==> config.mk <==
export PLATFORM = sky130hd
export DESIGN_NAME = msc_seq
export DESIGN_NICKNAME = d
export VERILOG_FILES = /design/src/sv/msc_pkg.sv /design/src/sv/msc_seq.sv
export SDC_FILE = /design/constraint.sdc
export NUM_CORES = 1
export LEC_CHECK = 0
export BUFFER_PORTS_ARGS = -buffer_cell sky130_fd_sc_hd__buf_2
export CAP_MARGIN = 10
export CORE_MARGIN = 2
export CORE_UTILIZATION = 48
export CTS_BUF_LIST = sky130_fd_sc_hd__clkbuf_4
export DETAILED_ROUTE_END_ITERATION = 8
export PLACE_DENSITY = 0.79
export SETUP_SLACK_MARGIN = 0.4
export SYNTH_ARGS = -nofsm -noshare
export SYNTH_HDL_FRONTEND = slang
export SYNTH_SLANG_ARGS = --single-unit
==> constraint.sdc <==
create_clock -name clk -period 7.7 [get_ports clk]
set_input_delay 0.77 -clock clk [delete_from_list [all_inputs] [get_ports clk]]
set_output_delay 0.77 -clock clk [all_outputs]
set_load 0.05 [all_outputs]
==> src/sv/msc_pkg.sv <==
// Shared types and constants for the minimum square-sum count unit.
`default_nettype none
package msc_pkg;

	localparam int TGT_W  = 13;
	localparam int CNT_W  = 3;
	localparam int SUM_W  = CNT_W + 1;
	localparam int HALF_W = TGT_W - 1;
	localparam int SQ_W   = TGT_W + 1;
	localparam int ODD_W  = 8;

	localparam logic [CNT_W-1:0] COUNT_CAP  = 3'd5;
	localparam logic [CNT_W-1:0] COUNT_ONE  = 3'd1;
	localparam logic [CNT_W-1:0] COUNT_NONE = 3'd0;
	localparam logic [SUM_W-1:0] EARLY_STOP = 4'd2;

	localparam logic [SQ_W-1:0]  FIRST_SQ  = 14'd1;
	localparam logic [ODD_W-1:0] FIRST_ODD = 8'd3;
	localparam logic [ODD_W-1:0] ODD_STEP  = 8'd2;

	typedef struct packed {
		logic             vld;
		logic [CNT_W-1:0] count;
	} msc_res_t;

endpackage
`default_nettype wire

==> src/sv/msc_seq.sv <==
// Sequencer: walks the table entries and scans splits one per cycle.
`default_nettype none
module msc_seq #(
	parameter int MAX_TARGET = 4096,
	parameter int AW         = 13
) (
	input  wire                        clk,
	input  wire                        arst_n,
	input  wire                        start,
	input  wire  [msc_pkg::TGT_W-1:0]  target,
	output logic                       idle,
	output msc_pkg::msc_res_t          res,
	input  wire                        res_take,
	output logic                       wr_en,
	output logic [AW-1:0]              wr_addr,
	output logic [msc_pkg::CNT_W-1:0]  wr_data,
	output logic [AW-1:0]              rd_a_addr,
	output logic [AW-1:0]              rd_b_addr,
	input  wire  [msc_pkg::CNT_W-1:0]  rd_a_data,
	input  wire  [msc_pkg::CNT_W-1:0]  rd_b_data
);

	localparam logic [1:0] ST_IDLE = 2'd0;
	localparam logic [1:0] ST_STEP = 2'd1;
	localparam logic [1:0] ST_SCAN = 2'd2;
	localparam logic [1:0] ST_DONE = 2'd3;

	logic [1:0]                  state_q;
	logic [msc_pkg::TGT_W-1:0]   n_q;
	logic [msc_pkg::TGT_W-1:0]   i_q;
	logic [msc_pkg::SQ_W-1:0]    sq_q;
	logic [msc_pkg::ODD_W-1:0]   odd_q;
	logic [msc_pkg::HALF_W-1:0]  a_q;
	logic [msc_pkg::CNT_W-1:0]   best_q;
	logic [msc_pkg::CNT_W-1:0]   res_q;
	logic                        vld_s1;
	logic                        last_s1;

	logic                        is_square;
	logic                        last_i;
	logic [msc_pkg::SUM_W-1:0]   sum;
	logic [msc_pkg::CNT_W-1:0]   new_best;
	logic                        finish;
	logic                        issue;
	logic                        bad_target;

	assign is_square  = (msc_pkg::SQ_W'(i_q) == sq_q);
	assign last_i     = (i_q == n_q);
	assign sum        = msc_pkg::SUM_W'(rd_a_data) + msc_pkg::SUM_W'(rd_b_data);
	assign new_best   = (sum < msc_pkg::SUM_W'(best_q)) ? sum[msc_pkg::CNT_W-1:0] : best_q;
	assign finish     = (state_q == ST_SCAN) && vld_s1
	                    && ((sum == msc_pkg::EARLY_STOP) || last_s1);
	assign issue      = (state_q == ST_SCAN) && (a_q != '0) && !finish;
	assign bad_target = (target == '0) || (int'(target) > MAX_TARGET);

	assign idle      = (state_q == ST_IDLE);
	assign res.vld   = (state_q == ST_DONE);
	assign res.count = res_q;

	assign rd_a_addr = AW'(a_q);
	assign rd_b_addr = AW'(i_q - msc_pkg::TGT_W'(a_q));
	assign wr_addr   = AW'(i_q);
	assign wr_en     = ((state_q == ST_STEP) && is_square) || finish;
	assign wr_data   = (state_q == ST_STEP) ? msc_pkg::COUNT_ONE : new_best;

	always_ff @(posedge clk or negedge arst_n) begin
		if (!arst_n) begin
			state_q <= ST_IDLE;
			vld_s1  <= 1'b0;
			sq_q    <= msc_pkg::FIRST_SQ;
			odd_q   <= msc_pkg::FIRST_ODD;
		end else begin
			vld_s1 <= issue;
			case (state_q)
				ST_IDLE: begin
					if (start) begin
						if (bad_target) begin
							res_q   <= msc_pkg::COUNT_NONE;
							state_q <= ST_DONE;
						end else begin
							n_q     <= target;
							i_q     <= msc_pkg::TGT_W'(1);
							sq_q    <= msc_pkg::FIRST_SQ;
							odd_q   <= msc_pkg::FIRST_ODD;
							state_q <= ST_STEP;
						end
					end
				end
				ST_STEP: begin
					if (is_square) begin
						sq_q  <= sq_q + msc_pkg::SQ_W'(odd_q);
						odd_q <= odd_q + msc_pkg::ODD_STEP;
						if (last_i) begin
							res_q   <= msc_pkg::COUNT_ONE;
							state_q <= ST_DONE;
						end else begin
							i_q <= i_q + msc_pkg::TGT_W'(1);
						end
					end else begin
						a_q     <= i_q[msc_pkg::TGT_W-1:1];
						best_q  <= msc_pkg::COUNT_CAP;
						state_q <= ST_SCAN;
					end
				end
				ST_SCAN: begin
					if (issue) begin
						last_s1 <= (a_q == msc_pkg::HALF_W'(1));
						a_q     <= a_q - msc_pkg::HALF_W'(1);
					end
					if (vld_s1) begin
						best_q <= new_best;
					end
					if (finish) begin
						if (last_i) begin
							res_q   <= new_best;
							state_q <= ST_DONE;
						end else begin
							i_q     <= i_q + msc_pkg::TGT_W'(1);
							state_q <= ST_STEP;
						end
					end
				end
				ST_DONE: begin
					if (res_take) begin
						state_q <= ST_IDLE;
					end
				end
				default: begin
					state_q <= ST_IDLE;
				end
			endcase
		end
	end

endmodule
`default_nettype wire

== After elaboration in Yosys (flattened, before gate mapping) ==
Index checks and enable logic that the tools add are counted.
Cells by class
  $add $sub $neg: 6
  order comparisons: 2
  equal/unequal tests: 19
  muxes and demuxes: 37
  bitwise logic cells: 1
  reduce and logical (&&, ||, !) cells: 23
Operators with widths (number)
  $mux 13: 5
  $mux 14: 3
  $pmux 13 s3: 1
  $mux 3: 10
  $pmux 14 s2: 1
  $mux 12: 2
  $mux 8: 3
  $pmux 12 s2: 1
  $reduce_and 4->1: 5
  $ne 2x2->1 const B: 9
  $pmux 8 s2: 1
  $add 14x8->14: 1
  $eq 13x14->1: 1
  $mux 2: 7
  $add 13x1->13 const B: 1
  $eq 13x13->1: 1
  $gt 13x13->1 const B: 1
  $logic_not 13->1: 1
  $sub 13x12->13: 1
  $eq 12x1->1 const B: 1
  $reduce_bool 12->1: 1
  $sub 12x1->12 const B: 1
  $pmux 3 s3: 1
  $add 8x2->8 const B: 1
  19 further kinds: 28
Storage, ports and cells
  bits in registers: 70
  logic and storage cells: 98

== Logic depth before layout (Yosys ltp) ==
Gate-level depths: netlist of run 1.
  depth in word-level cells: 8
  depth in mapped cells: 11
  gate-level depth less buffers: 9

== Least setup slack after synthesis of run 1 ==
OpenSTA, ideal clock, no wires.
  path kind: flip-flop to output port
  from: register i_q (netlist bit wr_addr[0])
  to: output rd_b_addr[10]
  arrival: 3.078 ns
  slack: 3.852 ns
  cell stages (with the launch flop): 10
  path through: edfxtp_1 inv_1 ha_1 fa_1 nand2b_1 a21oi_1 nor2_1 a21oi_1 a31oi_1 xnor2_1
On the way
  word-level cells in the longest chain between the ends: 1
RTL lines
  start: declaration: RTL line msc_seq.sv:30  | logic [msc_pkg::TGT_W-1:0] i_q;
  start signal: assignment: RTL line msc_seq.sv:82  | i_q <= msc_pkg::TGT_W'(1);
  start signal: assignment: RTL line msc_seq.sv:97  | i_q <= i_q + msc_pkg::TGT_W'(1);
  start signal: assignment: RTL line msc_seq.sv:118  | i_q <= i_q + msc_pkg::TGT_W'(1);
  $sub 13x12->13: RTL line msc_seq.sv:61  | assign rd_b_addr = AW'(i_q - msc_pkg::TGT_W'(a_q));
  end: declaration: RTL line msc_seq.sv:18  | output logic [AW-1:0] rd_b_addr,
No other way between the ends.

== Final worst setup path of run 1 ==
  from: register i_q (netlist bit wr_addr[0])
  to: output rd_b_addr[12]
Same word-level chain as after synthesis.

==> impl_metrics.yaml, run 1 <==
cells_and_area:
  layout_commonest_cell: "sky130_fd_sc_hd__buf_2"
  n_fill_cell: 929
  layout-area-overhead-vs-synth_pct: 10.91
  seqCellArea_mm2: 0.001981
  number_of_cells_in_the_finished_layout_apart_from_fillers: 713
  antenna_cells: 0
  most-common-layout-cells: "sky130_fd_sc_hd__buf_2 (69), sky130_fd_sc_hd__edfxtp_1 (45), sky130_fd_sc_hd__nand2_1 (41)"
  post_route_cells_drive_above_1_share_pct: 17.50
  design.final.nets: 633
  multi_input_area_mm2: 0.002720
  post_route_cell_area_mm2: 0.005494
drt:
  via_count: 4037
  ant_nets: 0
  wl_per_cell_um: 16.77
  drt_first_iter_violations: 243
  route.detailed.vias_per_inst: 5.662
  postRouteWirelength_mm: 11.95
  detailed_router_iteration_count_before_antenna_repair: 5
  detail_route.drc_violations: 0
synth:
  syn-mean-instance-area_um2: 9.732
  netlist_area_mm2: 0.004954
  netlist_instances: 509
  netlist.top_cell.by_area: "sky130_fd_sc_hd__edfxtp_1"
  ys_async_sr_fraction_pct: 35.71
  yosysWarnings: 0
  synth_top_area_cells: "sky130_fd_sc_hd__edfxtp_1 (27%), sky130_fd_sc_hd__dfrtp_1 (11%), sky130_fd_sc_hd__ha_1 (8.8%)"
  synth.yosys.seq_area_share_pct: 39.98
  fraction_of_post_synthesis_cell_area_in_the_top_cell_type_by_area_pct: 27.28
  synth_seq_cells: 70
  syn-num-nets: 570
  number_of_distinct_library_cell_variants_in_the_gate_level_netlist_after_synthesis: 66
  ys_dominant_reg_cell: "sky130_fd_sc_hd__edfxtp_1"
  synth_enable_flop_cells: 45
setup_path:
  cp_max_fo: 5
  endpoint_kind: "output port"
  worstSetupStartpointType: "flip-flop"
  timing.setup.critical_path_class: "flip-flop to output port"
  worst-endpoint-arrival_ns: 3.07
  critPathMostFrequentCell: "sky130_fd_sc_hd__a21oi_1"
  setup.worst_path.start: "wr_addr[0]"
  worstPathCellList: "inv_1 -> ha_1 -> fa_1 -> nand2b_1 -> a21oi_1 -> nor2_1 -> a21oi_1 -> a221oi_1 -> xor2_1 -> buf_2"
  cpLargestDelayFamily: "adder cells"
  critical_path.reg2reg.endpoint: "sq_q[10]"
  cp_data_required_time_ns: 6.93
  slowest_delay_ns: 0.53
  cp.buffers_inverters: 2
  worst_r2r_path_depth: 7
  r2r_setup_slack_ns: 4.86
  timing.critical_path.slowest_stage_cell: "sky130_fd_sc_hd__edfxtp_1"
  crit-reg2reg-launch: "state_q[1]"
  cp.depth: 10
  endpoint: "rd_b_addr[12]"
grt:
  largest_net_degree_at_the_start_of_global_routing: 31
  global_route.usage.total_pct: 22.24
  grt_remaining_overflow: 0
  grt_pass1_vias: 3949
  antenna_found_initial: 0
  grt_first_pass_wirelength_mm: 19.49
timing:
  slew_headroom_pct: 38.66
  hold_violations: 0
  setup_viol: 0
  holdWs_ns: 0.3458
  setup_total_negative_slack_ns: 0
  grt_setup_unrepaired: "false"
  maxSlewViolCount: 0
  max_freq_mhz: 260.3
  clock_skew_ns: 0.02025
  fin_crit_ns: 3.842
  worst_slew_pin_slew_ns: 0.9194
  period_share_pct: 49.89
  fin_ws_ns: 3.858
power_and_ir_drop:
  power.ir.vdd_worst_mv: 0.6734
  power_per_cell_area_mw_per_mm2: 456.0
  p_leak_nw: 2.383
clock_network:
  ctsHtreeMaxLevel: 3
  clockBufferDepth: 2
  cts_hold_buf: 0
  cts-buffers-inserted: 9
  cts.sink_count: 70
  cts.repair.resized: 0
  cts_tree: "done"
  postCtsSetupRepairBufs: 0
  root_buffer: "sky130_fd_sc_hd__clkbuf_4"
  clk_pin_slew_worst_paths_ns: 0.12
  clkLatencyLatePin_ns: 0.44
placed_design:
  gp_routability_congestion: 0.8909
  placed_cell_count: 697
  placed_cell_area_mm2: 0.005366
  detailedPlace.worstSlack_ns: 3.949
  port_buffers: 69
  hpwl_mm: 8.854
floorplanning:
  floorplan.io_pins: 71
  die_area_mm2: 0.01115
  dieWidth_um: 105.6
  fp.dieH_um: 105.6
  rows: 37
  core_region_area_mm2: 0.01018
  start_util_pct: 48.64
min_path:
  min_path_type: "primary input to asynchronous set/reset pin"
run:
  count_of_maximum_capacitance_violations: 0
outcome:
  outcome: "finished clean"
## power by group
group          internal (mW)  total (mW)  leakage, nW  switching, mW
clock                 0.0990       0.233       0.0750          0.134
combinational          0.466        1.59         1.56           1.13
sequential             0.529       0.678        0.743          0.149
total                   1.09        2.51         2.38           1.41
## metrics by stage
| stage | utilization [%] | power, mW |
|---|---|---|
| 4_1_cts | 53.94 | 2.501 |
| 2_1_floorplan | - | 1.917 |
| 3_3_place_gp | 52.69 | 2.223 |
| 5_1_grt | 53.94 | 2.641 |
| 6_report | 53.94 | 2.505 |
| 3_5_place_dp | 52.69 | 2.268 |
## final cells by class
type,count,area share [%]
multi-input combinational,385,49.51
clock inverter,6,0.9565
inverter,34,2.323
tap,136,3.097
sequential,70,36.05
timing repair buffer,72,6.696
clock buffer,10,1.366
## cell families (layout without fill, tap and decap cells)
logic type      count (synthesis)  count (layout)  synth area share (%)
simple gates                  169             169                 18.09
compound gates                110             110                 14.68
flops                          70              70                 39.99
xor+xnor                       60              60                 10.61
buf+inv                        54             122                 5.102
fa+ha+maj                      38              38                 10.05
mux                             7               7                 1.415
other cells                     1               1               0.07570
## state kept, by name, indices dropped and copies added, names as in the netlist
name and flops:
sq_q 14, n_q 13, wr_addr 13, a_q 12, odd_q 8, best_q 3, res_q 3, state_q 2
last_s1 1, vld_s1 1
## worst reg2reg max path, cell delays in order, from the launching register on
cell	delay [ns]
sky130_fd_sc_hd__dfrtp_1	0.44
sky130_fd_sc_hd__inv_1	0.13
sky130_fd_sc_hd__ha_1	0.60
sky130_fd_sc_hd__nor3b_1	0.27
sky130_fd_sc_hd__and4_1	0.48
sky130_fd_sc_hd__o21bai_2	0.38
sky130_fd_sc_hd__a21o_1	0.28
sky130_fd_sc_hd__a21o_1	0.17
## Yosys cell counts (11+ instances only)
cell type	count
sky130_fd_sc_hd__nand3_1	17
sky130_fd_sc_hd__inv_1	33
sky130_fd_sc_hd__edfxtp_1	45
sky130_fd_sc_hd__ha_1	35
sky130_fd_sc_hd__xor2_1	30
sky130_fd_sc_hd__nor3_1	11
sky130_fd_sc_hd__o21ai_0	19
sky130_fd_sc_hd__xnor2_1	30
sky130_fd_sc_hd__a21oi_1	30
sky130_fd_sc_hd__nor2_1	34
sky130_fd_sc_hd__dfrtp_1	22
sky130_fd_sc_hd__nand2_1	41
## metal layers
metal | global-route usage [%] | vias up | part of all wire, %
li1 | - | 1944 | -
met3 | 4.143 | 25 | 6.7
met4 | 8.177 | 0 | 2.5
met5 | 0 | - | 0
met2 | 36.18 | 152 | 47
met1 | 29.68 | 1916 | 44
## worst min path at each step
stage,endpoint,depth (start not counted),slack [ns],startpoint
after floorplan,sq_q[0],2,0.46,sq_q[0]
after global routing,odd_q[3],1,0.36,arst_n
after CTS,sq_q[10],1,0.35,arst_n
after global placement,sq_q[0],2,0.48,sq_q[0]
after detailed placement,sq_q[0],2,0.48,sq_q[0]
final,sq_q[10],1,0.35,arst_n
Note: power is estimated with default switching activity, not from simulation.
==> run 2: changes to the inputs <==
--- a/config.mk
+++ b/config.mk
@@ -5,13 +5,14 @@
 export SDC_FILE = /design/constraint.sdc
 export NUM_CORES = 1
 export LEC_CHECK = 0
+export ABC_AREA = 1
 export BUFFER_PORTS_ARGS = -buffer_cell sky130_fd_sc_hd__buf_2
 export CAP_MARGIN = 10
 export CORE_MARGIN = 2
 export CORE_UTILIZATION = 48
 export CTS_BUF_LIST = sky130_fd_sc_hd__clkbuf_4
 export DETAILED_ROUTE_END_ITERATION = 8
-export PLACE_DENSITY = 0.79
+export PLACE_DENSITY = 0.81
 export SETUP_SLACK_MARGIN = 0.4
 export SYNTH_ARGS = -nofsm -noshare
 export SYNTH_HDL_FRONTEND = slang
==> constraint.sdc (replaced) <==
create_clock -name clk -period 3.35 [get_ports clk]
set_input_delay 0.335 -clock clk [delete_from_list [all_inputs] [get_ports clk]]
set_output_delay 0.335 -clock clk [all_outputs]
set_load 0.05 [all_outputs]
==> run 2 against run 1 <==
Global-route usage increased by 0.58 points. Clock power rose by 110%. Cell count increased by 41%. Critical path depth rose by 1. Combinational power rose to 2.7 times the previous value. Clock skew fell by 0.0028 ns. Largest cell class unchanged. Highest routed layer unchanged.
==> impl_metrics.yaml, run 2 <==
synth:
  synth_seq_cells: 70
  synth_top_area_cells: "sky130_fd_sc_hd__edfxtp_1 (24%), sky130_fd_sc_hd__nand2_1 (18%), sky130_fd_sc_hd__dfrtp_1 (9.9%)"
  yosysWarnings: 0
  synth.yosys.seq_area_share_pct: 35.65
  yosysMostFrequentCell: "sky130_fd_sc_hd__nand2_1"
  netlist_area_mm2: 0.005555
  ys_async_sr_fraction_pct: 35.71
  syn-mean-instance-area_um2: 7.205
  fraction_of_post_synthesis_cell_area_in_the_top_cell_type_by_area_pct: 24.32
  syn-num-nets: 832
  synth.top_cells.by_count: "sky130_fd_sc_hd__nand2_1 (267), sky130_fd_sc_hd__inv_1 (85), sky130_fd_sc_hd__nor2_1 (70)"
  netlist.top_cell.by_area: "sky130_fd_sc_hd__edfxtp_1"
  ys_dominant_reg_cell: "sky130_fd_sc_hd__edfxtp_1"
  netlist_instances: 771
  synth_enable_flop_cells: 45
  number_of_distinct_library_cell_variants_in_the_gate_level_netlist_after_synthesis: 40
power_and_ir_drop:
  power_per_cell_area_mw_per_mm2: 998.8
  power.ir.vdd_worst_mv: 1.336
  p_leak_nw: 3.200
  finalPower_mw: 6.315
drt:
  detail_route.drc_violations: 0
  drt_first_iter_violations: 327
  route.detailed.vias_per_inst: 5.255
  ant_nets: 0
  postRouteWirelength_mm: 14.11
  via_count: 5281
  detailed_router_iteration_count_before_antenna_repair: 5
  wl_per_cell_um: 14.04
floorplanning:
  fp.dieH_um: 111.6
  core_region_area_mm2: 0.01137
  start_util_pct: 48.86
  die_area_mm2: 0.01245
  rows: 39
  dieWidth_um: 111.6
  floorplan.io_pins: 71
timing:
  holdWs_ns: 0.07119
  clock_skew_ns: 0.01742
  maxSlewViolCount: 0
  max_freq_mhz: 346.1
  setup_total_negative_slack_ns: 0
  fin_crit_ns: 2.890
  slew_headroom_pct: 61.68
  hold_violations: 0
  grt_setup_unrepaired: "true"
  period_share_pct: 86.26
  setup_viol: 0
  worst_slew_pin_slew_ns: 0.5743
clock_network:
  clk_pin_slew_worst_paths_ns: 0.12
  cts.sink_count: 70
  cts_tree: "done"
  cts-buffers-inserted: 9
  root_buffer: "sky130_fd_sc_hd__clkbuf_4"
  clockBufferDepth: 2
  ctsHtreeMaxLevel: 3
  clkLatencyLatePin_ns: 0.44
setup_path:
  worstSetupStartpointType: "primary input"
  timing.setup.critical_path_class: "primary input to output port"
  endpoint_kind: "output port"
  worst-endpoint-arrival_ns: 2.55
  cp_max_fo: 6
  cp_data_required_time_ns: 3.01
placed_design:
  hpwl_mm: 10.79
  gp_routability_congestion: 0.9128
  port_buffers: 69
run:
  count_of_maximum_capacitance_violations: 0
min_path:
  min_path_type: "primary input to flip-flop"
grt:
  grt_first_pass_wirelength_mm: 22.99
  grt_remaining_overflow: 0
  antenna_found_initial: 0
  global_route.usage.total_pct: 22.82
  largest_net_degree_at_the_start_of_global_routing: 22
  grt_pass1_vias: 4854
cells_and_area:
  post_route_cells_drive_above_1_share_pct: 17.17
  design.final.nets: 918
  most-common-layout-cells: "sky130_fd_sc_hd__nand2_1 (265), sky130_fd_sc_hd__inv_1 (85), sky130_fd_sc_hd__nor2_1 (69)"
  post-route-util_pct: 55.61
  layout_commonest_cell: "sky130_fd_sc_hd__nand2_1"
  layout-area-overhead-vs-synth_pct: 13.81
  antenna_cells: 0
  number_of_flip_flops_in_the_largest_register: 14
  n_fill_cell: 1081
  largest_register: "sq_q"
  seqCellArea_mm2: 0.001981
  multi_input_area_mm2: 0.003123
outcome:
  outcome: "finished clean"
[run 2: final timing paths]
kind	from	endpoint	slack (ns)	cells past startpoint
min in group asynchronous	arst_n	sq_q[6]	0.37	2
setup / recovery	rd_a_data[0]	wr_data[0]	0.46	11
hold reg to reg	odd_q[0]	odd_q[0]	0.48	2
setup reg to reg	state_q[0]	res_q[2]	1.00	8
hold / removal	target[4]	n_q[4]	0.07	1
max in group asynchronous	arst_n	odd_q[1]	2.39	3
[run 2: through the flow]
stage | setup slack, ns | std cells | instance area (µm²)
3_3_place_gp | 0.5765 | 975 | 6063
2_1_floorplan | 0.3352 | 771 | 5580
5_1_grt | 0.3345 | 1005 | 6322
4_1_cts | 0.3817 | 996 | 6223
6_report | 0.4603 | 1005 | 6322
3_5_place_dp | 0.4037 | 975 | 6063
[run 2: critical path, stage by stage]
cell and delay [ns]:
sky130_fd_sc_hd__buf_2 0.10, sky130_fd_sc_hd__ha_1 0.22, sky130_fd_sc_hd__fa_2 0.57, sky130_fd_sc_hd__ha_1 0.23
sky130_fd_sc_hd__a21boi_0 0.12, sky130_fd_sc_hd__o21ai_1 0.16, sky130_fd_sc_hd__nand3b_1 0.25, sky130_fd_sc_hd__o21ai_1 0.24
sky130_fd_sc_hd__inv_1 0.08, sky130_fd_sc_hd__nand2_1 0.06, sky130_fd_sc_hd__buf_4 0.19
[run 2: power by group]
| part | total [mW] | switching, mW | internal [mW] |
|---|---|---|---|
| registers | 1.51 | 0.256 | 1.25 |
| clock network | 0.488 | 0.306 | 0.182 |
| logic | 4.32 | 3.09 | 1.23 |
| total | 6.31 | 3.65 | 2.66 |
[run 2: logic make-up (layout without fill, tap and decap cells)]
family,count (synthesis),in the layout,synth area share [%]
simple gates,430,430,33.24
xor+xnor,38,38,5.991
buf+inv,119,210,8.919
flops,70,70,35.65
other cells,1,1,0.06750
compound gates,75,75,7.162
fa+ha+maj,38,38,8.964
[run 2: area by class of cell]
cell class / instances / share of cell area [%]
multi-input combinational: 582 / 49.40
inverter: 101 / 5.996
sequential: 70 / 31.33
tap: 143 / 2.830
timing repair buffer: 93 / 8.688
clock buffer: 13 / 1.544
clock inverter: 3 / 0.2177
[run 2: timing repair]
| item | CTS | global route |
|---|---|---|
| setup endpoints to repair | 6 | 8 |
| gates resized for setup | 6 | 16 |
| hold buffers | 1 | 0 |
| buffers inserted | 4 | 9 |
| endpoints found under the hold margin | 15 | 0 |
| pin swaps | 1 | 3 |
| gates cloned | 0 | 0 |
[run 2: per-layer routing]
metal | wire length, µm | up-vias | GRT usage (%)
met5 | 0 | - | 0
met4 | 422 | 0 | 10.04
met3 | 803 | 37 | 3.593
met2 | 6406 | 176 | 35.49
met1 | 6476 | 2420 | 31.73
li1 | - | 2648 | -
